File: config.mk
export PLATFORM = sky130hd
export DESIGN_NAME = lru_key_value_cache
export DESIGN_NICKNAME = d
export VERILOG_FILES = /design/src/rtl/core/lkvc_pkg.sv /design/src/rtl/core/lkvc_ctrl.sv /design/src/rtl/core/lkvc_dpath.sv /design/src/rtl/core/lru_key_value_cache.sv
export VERILOG_INCLUDE_DIRS = /design/src /design/src/rtl/core
export SDC_FILE = /design/constraint.sdc
export NUM_CORES = 2
export LEC_CHECK = 0
export BUFFER_PORTS_ARGS = -buffer_cell sky130_fd_sc_hd__buf_2
export CELL_PAD_IN_SITES_DETAIL_PLACEMENT = 0
export CELL_PAD_IN_SITES_GLOBAL_PLACEMENT = 2
export CORE_MARGIN = 2
export CORE_UTILIZATION = 45
export DETAILED_ROUTE_END_ITERATION = 10
export MAX_ROUTING_LAYER = met4
export PLACE_DENSITY_LB_ADDON = 0.2
export SLEW_MARGIN = 20
export SYNTH_ARGS = -nofsm -noshare
export SYNTH_HDL_FRONTEND = slang
export SYNTH_SLANG_ARGS = --single-unit
File: constraint.sdc
create_clock -name clock -period 5.4 [get_ports clock]
set_input_delay 0.54 -clock clock [delete_from_list [all_inputs] [get_ports clock]]
set_output_delay 0.54 -clock clock [all_outputs]
set_load 0.05 [all_outputs]
File: src/rtl/core/lru_key_value_cache_assert.svh
// Assertion macros shared by the cache modules.
`ifndef LRU_KEY_VALUE_CACHE_ASSERT_SVH
`define LRU_KEY_VALUE_CACHE_ASSERT_SVH

// Same-cycle implication, checked at every clock edge outside reset.
`define LKVC_ASSERT_NOW(lbl, ante, cons, msg) \
   lbl: assert property (@(posedge clock) disable iff (reset) (ante) |-> (cons)) \
      else $error(msg);

// Next-cycle implication, checked at every clock edge outside reset.
`define LKVC_ASSERT_NEXT(lbl, ante, cons, msg) \
   lbl: assert property (@(posedge clock) disable iff (reset) (ante) |=> (cons)) \
      else $error(msg);

`endif

File: src/rtl/core/lkvc_pkg.sv
// Shared types and constants for the LRU key-value cache.
package lkvc_pkg;

   localparam int unsigned CapWidth = 5;
   localparam int unsigned DataWidth = 32;
   localparam logic [CapWidth-1:0] CapReset = 5'd16;

   typedef enum logic [1:0] {
      ST_IDLE,
      ST_LOOKUP,
      ST_COMMIT
   } state_type;

   // Commands from the controller to the datapath.
   typedef struct packed {
      logic capture;
      logic lookup;
      logic commit;
      logic rsp_load;
   } cmd_type;

   // Status from the datapath to the controller.
   typedef struct packed {
      logic is_put;
   } status_type;

endpackage

File: src/rtl/core/lkvc_ctrl.sv
// Controller state machine that sequences one request through the datapath.
`include "lru_key_value_cache_assert.svh"

module lkvc_ctrl (
   input  logic                 clock,
   input  logic                 reset,
   input  logic                 req_valid,
   output logic                 req_stall,
   output logic                 rsp_valid,
   input  logic                 rsp_stall,
   output lkvc_pkg::cmd_type    cmd,
   input  lkvc_pkg::status_type status
);

   lkvc_pkg::state_type state_ff, state_in;
   logic rsp_valid_ff, rsp_valid_in;
   logic rsp_busy;

   assign rsp_busy = rsp_valid_ff && rsp_stall;

   always_comb begin
      state_in = state_ff;
      case (state_ff)
         lkvc_pkg::ST_IDLE: begin
            if (req_valid) state_in = lkvc_pkg::ST_LOOKUP;
         end
         lkvc_pkg::ST_LOOKUP: begin
            state_in = lkvc_pkg::ST_COMMIT;
         end
         lkvc_pkg::ST_COMMIT: begin
            // A get waits here until the output register can take its beat.
            if (status.is_put || !rsp_busy) state_in = lkvc_pkg::ST_IDLE;
         end
         default: begin
            state_in = lkvc_pkg::ST_IDLE;
         end
      endcase
   end

   always_comb begin
      req_stall = 1'b1;
      cmd = '0;
      case (state_ff)
         lkvc_pkg::ST_IDLE: begin
            req_stall = 1'b0;
            cmd.capture = req_valid;
         end
         lkvc_pkg::ST_LOOKUP: begin
            cmd.lookup = 1'b1;
         end
         lkvc_pkg::ST_COMMIT: begin
            cmd.commit = status.is_put || !rsp_busy;
            cmd.rsp_load = !status.is_put && !rsp_busy;
         end
         default: begin
            req_stall = 1'b1;
         end
      endcase
   end

   always_comb begin
      rsp_valid_in = rsp_valid_ff;
      if (cmd.rsp_load) begin
         rsp_valid_in = 1'b1;
      end else if (!rsp_stall) begin
         rsp_valid_in = 1'b0;
      end
   end

   always_ff @(posedge clock) begin
      if (reset) begin
         state_ff <= lkvc_pkg::ST_IDLE;
         rsp_valid_ff <= 1'b0;
      end else begin
         state_ff <= state_in;
         rsp_valid_ff <= rsp_valid_in;
      end
   end

   assign rsp_valid = rsp_valid_ff;

   `LKVC_ASSERT_NEXT(a_capture_to_lookup, cmd.capture, state_ff == lkvc_pkg::ST_LOOKUP,
      "captured request did not move to lookup")
   `LKVC_ASSERT_NOW(a_rsp_only_for_get, cmd.rsp_load, !status.is_put && !rsp_busy,
      "result beat loaded for a put or over a stalled beat")

endmodule

File: src/rtl/core/lkvc_dpath.sv
// Datapath: key store, value memory, recency ranks and the result register.
`include "lru_key_value_cache_assert.svh"

module lkvc_dpath #(
   parameter int unsigned ENTRIES = 16
) (
   input  logic                                  clock,
   input  logic                                  reset,
   input  lkvc_pkg::cmd_type                     cmd,
   output lkvc_pkg::status_type                  status,
   input  logic                                  req_op,
   input  logic signed [lkvc_pkg::DataWidth-1:0] req_key,
   input  logic signed [lkvc_pkg::DataWidth-1:0] req_value,
   input  logic                                  cfg_write,
   input  logic [lkvc_pkg::CapWidth-1:0]         cfg_data,
   output logic                                  rsp_hit,
   output logic signed [lkvc_pkg::DataWidth-1:0] rsp_read_value
);

   localparam int unsigned RW = (ENTRIES > 1) ? $clog2(ENTRIES) : 1;
   localparam int unsigned OW = $clog2(ENTRIES + 1);
   localparam int unsigned EW = (OW > lkvc_pkg::CapWidth) ? OW : lkvc_pkg::CapWidth;
   localparam int unsigned DW = lkvc_pkg::DataWidth;

   // Request registers.
   logic          op_ff;
   logic [DW-1:0] key_ff;
   logic [DW-1:0] val_ff;

   // Entry state.
   logic [DW-1:0]      keys_ff [ENTRIES];
   logic [ENTRIES-1:0] valid_ff, valid_in;
   logic [RW-1:0]      rank_ff [ENTRIES];
   logic [RW-1:0]      rank_in [ENTRIES];
   logic [OW-1:0]      occ_ff, occ_in;
   logic [lkvc_pkg::CapWidth-1:0] cap_ff;

   // Value memory.
   logic [DW-1:0] vmem [ENTRIES];
   logic [DW-1:0] rdata_ff;

   // Lookup results.
   logic [ENTRIES-1:0] match, victim;
   logic [RW-1:0]      hit_idx, victim_idx, free_idx, rank_or;
   logic               hit_any, need_evict;
   logic [OW-1:0]      occ_last;
   logic [EW-1:0]      eff_cap;
   logic               hit_ff;
   logic               evict_ff;
   logic [RW-1:0]      idx_ff;
   logic [RW-1:0]      hit_rank_ff;

   // Result register.
   logic          rsp_hit_ff;
   logic [DW-1:0] rsp_value_ff;

   assign status.is_put = op_ff;

   // Parallel key compare and least-recent search; valid ranks are always
   // a permutation of zero to occupancy minus one, so the victim is unique.
   assign occ_last = occ_ff - OW'(1);

   always_comb begin
      hit_idx = '0;
      victim_idx = '0;
      free_idx = '0;
      rank_or = '0;
      for (int i = ENTRIES - 1; i >= 0; i--) begin
         match[i] = valid_ff[i] && (keys_ff[i] == key_ff);
         victim[i] = valid_ff[i] && (OW'(rank_ff[i]) == occ_last);
         if (match[i]) hit_idx = RW'(i);
         if (victim[i]) victim_idx = RW'(i);
         if (!valid_ff[i]) free_idx = RW'(i);
         rank_or = rank_or | (rank_ff[i] & {RW{match[i]}});
      end
      hit_any = |match;
   end

   always_comb begin
      if (cap_ff == '0) begin
         eff_cap = EW'(1);
      end else if (EW'(cap_ff) > EW'(ENTRIES)) begin
         eff_cap = EW'(ENTRIES);
      end else begin
         eff_cap = EW'(cap_ff);
      end
      need_evict = (EW'(occ_ff) >= eff_cap);
   end

   // Commit: touch on a hit, fill and age everything on a put miss.
   always_comb begin
      valid_in = valid_ff;
      occ_in = occ_ff;
      for (int i = 0; i < ENTRIES; i++) begin
         rank_in[i] = rank_ff[i];
      end
      if (cmd.commit) begin
         if (hit_ff) begin
            for (int i = 0; i < ENTRIES; i++) begin
               if (valid_ff[i] && (RW'(i) != idx_ff) && (rank_ff[i] < hit_rank_ff)) begin
                  rank_in[i] = rank_ff[i] + RW'(1);
               end
            end
            rank_in[idx_ff] = '0;
         end else if (op_ff) begin
            for (int i = 0; i < ENTRIES; i++) begin
               if (valid_ff[i] && (RW'(i) != idx_ff)) begin
                  rank_in[i] = rank_ff[i] + RW'(1);
               end
            end
            rank_in[idx_ff] = '0;
            valid_in[idx_ff] = 1'b1;
            if (!evict_ff) occ_in = occ_ff + OW'(1);
         end
      end
   end

   always_ff @(posedge clock) begin
      if (reset) begin
         valid_ff <= '0;
         occ_ff <= '0;
         cap_ff <= lkvc_pkg::CapReset;
         for (int i = 0; i < ENTRIES; i++) begin
            rank_ff[i] <= '0;
         end
      end else begin
         valid_ff <= valid_in;
         occ_ff <= occ_in;
         if (cfg_write) cap_ff <= cfg_data;
         for (int i = 0; i < ENTRIES; i++) begin
            rank_ff[i] <= rank_in[i];
         end
      end
   end

   always_ff @(posedge clock) begin
      if (cmd.capture) begin
         op_ff <= req_op;
         key_ff <= req_key;
         val_ff <= req_value;
      end
      if (cmd.lookup) begin
         hit_ff <= hit_any;
         evict_ff <= need_evict;
         hit_rank_ff <= rank_or;
         if (hit_any) begin
            idx_ff <= hit_idx;
         end else if (need_evict) begin
            idx_ff <= victim_idx;
         end else begin
            idx_ff <= free_idx;
         end
      end
      if (cmd.commit && op_ff && !hit_ff) begin
         keys_ff[idx_ff] <= key_ff;
      end
      if (cmd.rsp_load) begin
         rsp_hit_ff <= hit_ff;
         rsp_value_ff <= hit_ff ? rdata_ff : '1;
      end
   end

   always_ff @(posedge clock) begin
      if (cmd.commit && op_ff) begin
         vmem[idx_ff] <= val_ff;
      end
      if (cmd.lookup) begin
         rdata_ff <= vmem[hit_idx];
      end
   end

   assign rsp_hit = rsp_hit_ff;
   assign rsp_read_value = rsp_value_ff;

   `LKVC_ASSERT_NOW(a_occ_matches_valid, 1'b1, $countones(valid_ff) == 32'(occ_ff),
      "occupancy disagrees with the number of valid entries")
   `LKVC_ASSERT_NOW(a_unique_key, cmd.lookup, $countones(match) <= 1,
      "more than one entry holds the same key")
   `LKVC_ASSERT_NOW(a_one_victim, cmd.lookup && occ_ff != '0, $countones(victim) == 1,
      "least recent entry is not unique")

endmodule

File: src/rtl/core/lru_key_value_cache.sv
// Fully associative key-value cache with least-recently-used replacement.
//
// Requests arrive on the req_ channel (valid/stall): req_op selects get (0)
// or put (1), with req_key and, for a put, req_value. A beat is taken when
// req_valid is high and req_stall is low. Every get returns one beat on the
// rsp_ channel: rsp_hit and the stored value, or -1 on a miss. A put returns
// nothing; it updates a hit in place or fills a slot, evicting the least
// recent entry once occupancy reaches the capacity register.
// One request passes through three steps: capture, parallel key compare with
// registered value-memory read, and commit of the rank and store updates. The
// controller handles one request at a time and accepts a new one only once
// the last has committed. A get result is visible on rsp_ the cycle after
// commit. The output register lets the next request be taken while a result
// waits; if rsp_stall holds that beat, the following get waits in its commit
// cycle and req_stall stays high. The csr_ channel writes capacity_in_use (0
// reads as 1, values above the entry count saturate); the user must write it
// only while the cache is idle, and the block does not enforce this.
// Synchronous reset empties the cache at once and sets capacity to 16.
module lru_key_value_cache #(
   parameter int unsigned ENTRIES = 16
) (
   input  logic                                  clock,
   input  logic                                  reset,
   input  logic                                  req_valid,
   output logic                                  req_stall,
   input  logic                                  req_op,
   input  logic signed [lkvc_pkg::DataWidth-1:0] req_key,
   input  logic signed [lkvc_pkg::DataWidth-1:0] req_value,
   output logic                                  rsp_valid,
   input  logic                                  rsp_stall,
   output logic                                  rsp_hit,
   output logic signed [lkvc_pkg::DataWidth-1:0] rsp_read_value,
   input  logic                                  csr_valid,
   output logic                                  csr_ready,
   input  logic [lkvc_pkg::CapWidth-1:0]         csr_data
);

   lkvc_pkg::cmd_type    cmd;
   lkvc_pkg::status_type status;

   assign csr_ready = 1'b1;

   lkvc_ctrl u_ctrl (
      .clock     (clock),
      .reset     (reset),
      .req_valid (req_valid),
      .req_stall (req_stall),
      .rsp_valid (rsp_valid),
      .rsp_stall (rsp_stall),
      .cmd       (cmd),
      .status    (status)
   );

   lkvc_dpath #(
      .ENTRIES (ENTRIES)
   ) u_dpath (
      .clock          (clock),
      .reset          (reset),
      .cmd            (cmd),
      .status         (status),
      .req_op         (req_op),
      .req_key        (req_key),
      .req_value      (req_value),
      .cfg_write      (csr_valid && csr_ready),
      .cfg_data       (csr_data),
      .rsp_hit        (rsp_hit),
      .rsp_read_value (rsp_read_value)
   );

endmodule
==> impl_metrics.csv <==
group,metric,value,unit
timing,max_freq,209,MHz
pwr,finalPower,0.0206,W
timing,setup_violations,0,
cells_and_area,final_layout_size_suffix_gt1_share,12.0,%
timing,slew_viol_final,0,
route,drtAntennaViolNets,0,
job,drv_cap,0,
worst_setup_path,critPathKind,"flip-flop to flip-flop",
die,pin_count,111,
hold_path,hp-class,"input port to flip-flop",
route,viasPerCell,5.91,
placed_design,portBuffers,109,
worst_setup_path,critPathMaxFanout,35,
logic_synthesis,avgSynthCellArea,13.3,µm²
die,rows,128,
logic_synthesis,synth_common_cells,"1,164 x edfxtp_1, 369 x nand2_1, 364 x xor2_1",
cells_and_area,nets,4531,
placed_design,gp_congestion,0.881,
die,die_h,354,µm
die,die-area,125000,µm²
timing,slew-limit-headroom,15.1,%
logic_synthesis,yosysUniqueCellTypes,65,
die,initial_core_util,45.3,%
timing,finalHoldViolCount,0,
logic_synthesis,syn_area,55000,µm²
cts,clock_latency,0.79,ns
route,wire_per_inst,26.9,µm
logic_synthesis,synth_top_area_cell,"edfxtp_1",
cells_and_area,syn_to_final_growth,15.4,%
logic_synthesis,synth_cells,4142,
grt,grt_max_degree,119,
logic_synthesis,synth_flop_cell,"edfxtp_1",
route,drtIter0Drc,4390,
route,drc,0,
outcome,status,"finished clean",
placed_design,place_hpwl,102,mm
logic_synthesis,yosys_warnings,0,
die,coreArea,122000,µm²
logic_synthesis,yosys.area_share.simple,14.3,%
logic_synthesis,yosys_register_bits,1257,
logic_synthesis,yosys.cell_count.top_type,"edfxtp_1",
logic_synthesis,synth_edf_count,1164,
timing,finalCritPeriodShare,88.7,%
grt,grt_pass1_wl,240,mm
logic_synthesis,synth_xor_area_share,9.32,%
logic_synthesis,yosysTopAreaCellShare,63.5,%
die,die_x,354,µm
timing,fin_setup_tns,0,ns
cts,cts.clk_slew.worst_paths,0.06,ns
timing,fin_crit,4.79,ns
cts,hold_buffers,68,
worst_setup_path,arrival,5.30,ns
cts,clock_sinks,1257,
pwr,ir_drop,342,µV
timing,worst_pin_slew,1.26,ns
logic_synthesis,syn_nets,4288,
grt,antenna_found_initial,7,
worst_setup_path,crit_required,5.91,ns
worst_setup_path,worst_setup_path_start_kind,"flip-flop",
pwr,power_density,324,nW/µm²
route,dr.pass1.iters,5,
cts,cts-root-buf,"clkbuf_16",
logic_synthesis,ys_seq_area_share,66.9,%
logic_synthesis,synth_top_family_by_area,"simple AND/OR/NAND/NOR gates",
grt,grt_pass1_vias,34485,
logic_synthesis,synth_compound_area_share,5.22,%
worst_setup_path,worst_setup_path_end_kind,"flip-flop",
cts,numCtsBuffers,138,
timing,rsz0062_at_grt,"false",
cts,cts_resized,0,
pwr,p_leak,21.1,nW
route,totalWireLength,165,mm
logic_synthesis,ys_async_sr_fraction,0,%
cts,cts_tree,"yes",
cts,cts_setup_buffers,0,
cts,ctsLongestPathBuffers,3,
logic_synthesis,synth_area_leaders,"edfxtp_1 64%, xor2_1 5.8%, nand4_1 3.8%",
cts,htreeDepth,4,
logic_synthesis,synth_fa_ha_area_share,1.61,%
timing,finClkSkew,0.0418,ns
grt,grt_use_total,26.8,%
logic_synthesis,muxShareOfSynthArea,0.600,%
route,vias,36166,
grt,gr-total-overflow,0,
[cells by family (layout without fill, tap and decap cells)]
| family | Yosys count | after routing |
|---|---|---|
| adder cells (fa/ha/maj) | 71 | 71 |
| multiplexers | 33 | 33 |
| XOR/XNOR | 584 | 584 |
| AND/OR/NAND/NOR | 1479 | 1479 |
| other | 1 | 8 |
| AO/OA/AOI/OAI | 439 | 439 |
| buffers and inverters | 278 | 627 |
| flip-flops | 1257 | 1257 |
[path summary, 6_finish.rpt]
| path | cells after the start | from | slack (ns) | to |
|---|---|---|---|---|
| worst min register to register | 2 | u_dpath.cap_ff[0]$_SDFFE_PP0P_ | 0.49 | u_dpath.cap_ff[0]$_SDFFE_PP0P_ |
| worst max register to register | 13 | u_dpath.key_ff[27]$_DFFE_PP_ | 0.61 | u_dpath.rdata_ff[4]$_DFFE_PN_ |
| worst min-delay path | 1 | req_key[27] | 0.04 | u_dpath.key_ff[27]$_DFFE_PP_ |
| worst max-delay path | 13 | u_dpath.key_ff[27]$_DFFE_PP_ | 0.61 | u_dpath.rdata_ff[4]$_DFFE_PN_ |
[metal layers]
| metal | track usage (%) | share of wire [%] |
|---|---|---|
| met1 | 39.4 | 47 |
| met2 | 39.2 | 45 |
| met3 | 3.98 | 6.8 |
| met4 | 6.68 | 2.0 |
| met5 | - | 0 |
[report_power, final]
part / internal (W) / switching (W)
registers: 0.0107 / 0.000117
logic: 0.000282 / 0.000585
clock network: 0.00496 / 0.00390
total: 0.0160 / 0.00461
[per-stage QoR]
step | hold WS [ns] | cell area, µm² | worst slack (ns) | std cells | utilization [%]
2_1_floorplan | 0.461 | 55000 | 1.17 | 4142 | -
3_3_place_gp | 0.482 | 58500 | 0.640 | 5796 | 48.1
3_5_place_dp | 0.490 | 58600 | 0.663 | 5799 | 48.2
4_1_cts | 0.000713 | 63500 | 0.642 | 6113 | 52.2
5_1_grt | 0.0136 | 63500 | 0.358 | 6118 | 52.3
6_report | 0.0389 | 63500 | 0.608 | 6123 | 52.3
[worst max-delay path, cell delays in order, from the launching register on]
cell and delay, ns:
edfxtp_1 0.90, xor2_1 0.18, nor4_1 0.39, nand4_1 0.19, or4_1 0.56, o211ai_1 0.17, a311oi_1 0.23, o41a_2 0.62
nor2_4 0.18, buf_12 0.21, buf_12 0.23, o2111ai_1 0.15, nor4_1 0.38, nand2_1 0.09
[state kept, by name (all words and copies together), names as in the netlist, 16 cells and up]
register and cells:
u_dpath.key_ff 32, u_dpath.rsp_read_value 32, u_dpath.rdata_ff 32, u_dpath.valid_ff 16, u_dpath.val_ff 32, u_dpath.rank_ff 64
u_dpath.vmem 512, u_dpath.keys_ff 512
[layout by cell type (no fill, tap or decap), types with 21 or more instances in the layout]
cell type	synthesis	layout
clkbuf_1	214	33
a21o_1	21	21
nand4_1	331	331
nor3b_1	22	22
clkbuf_16	0	141
nor4_1	166	164
buf_2	17	108
nand2b_1	61	61
nor3_1	93	92
or4_1	27	27
mux2i_1	33	33
clkinv_1	0	35
and3_1	82	81
nor2_1	183	149
nand2_1	369	367
nand3_1	58	58
nor2b_1	22	21
xnor2_1	219	217
nor2_4	1	23
o2111ai_1	58	58
buf_4	5	157
xor2_1	364	364
edfxtp_1	1164	1164
dlygate4sd3_1	0	68
ha_1	71	71
dfxtp_1	93	93
a21oi_1	103	101
o21ai_0	122	122
o211ai_1	68	68
buf_12	0	27
[area by class of cell]
| cell class | instances | area [µm²] |
|---|---|---|
| clock inverters | 68 | 477 |
| inverters | 19 | 71.3 |
| diodes | 7 | 17.5 |
| clock buffers | 178 | 3710 |
| well taps | 1625 | 2030 |
| flip-flops and latches | 1257 | 36800 |
| multi-input cells | 2607 | 17400 |
| fillers | 10273 | 58000 |
| repair buffers | 362 | 3000 |
Power figures use the tool's default switching activity.
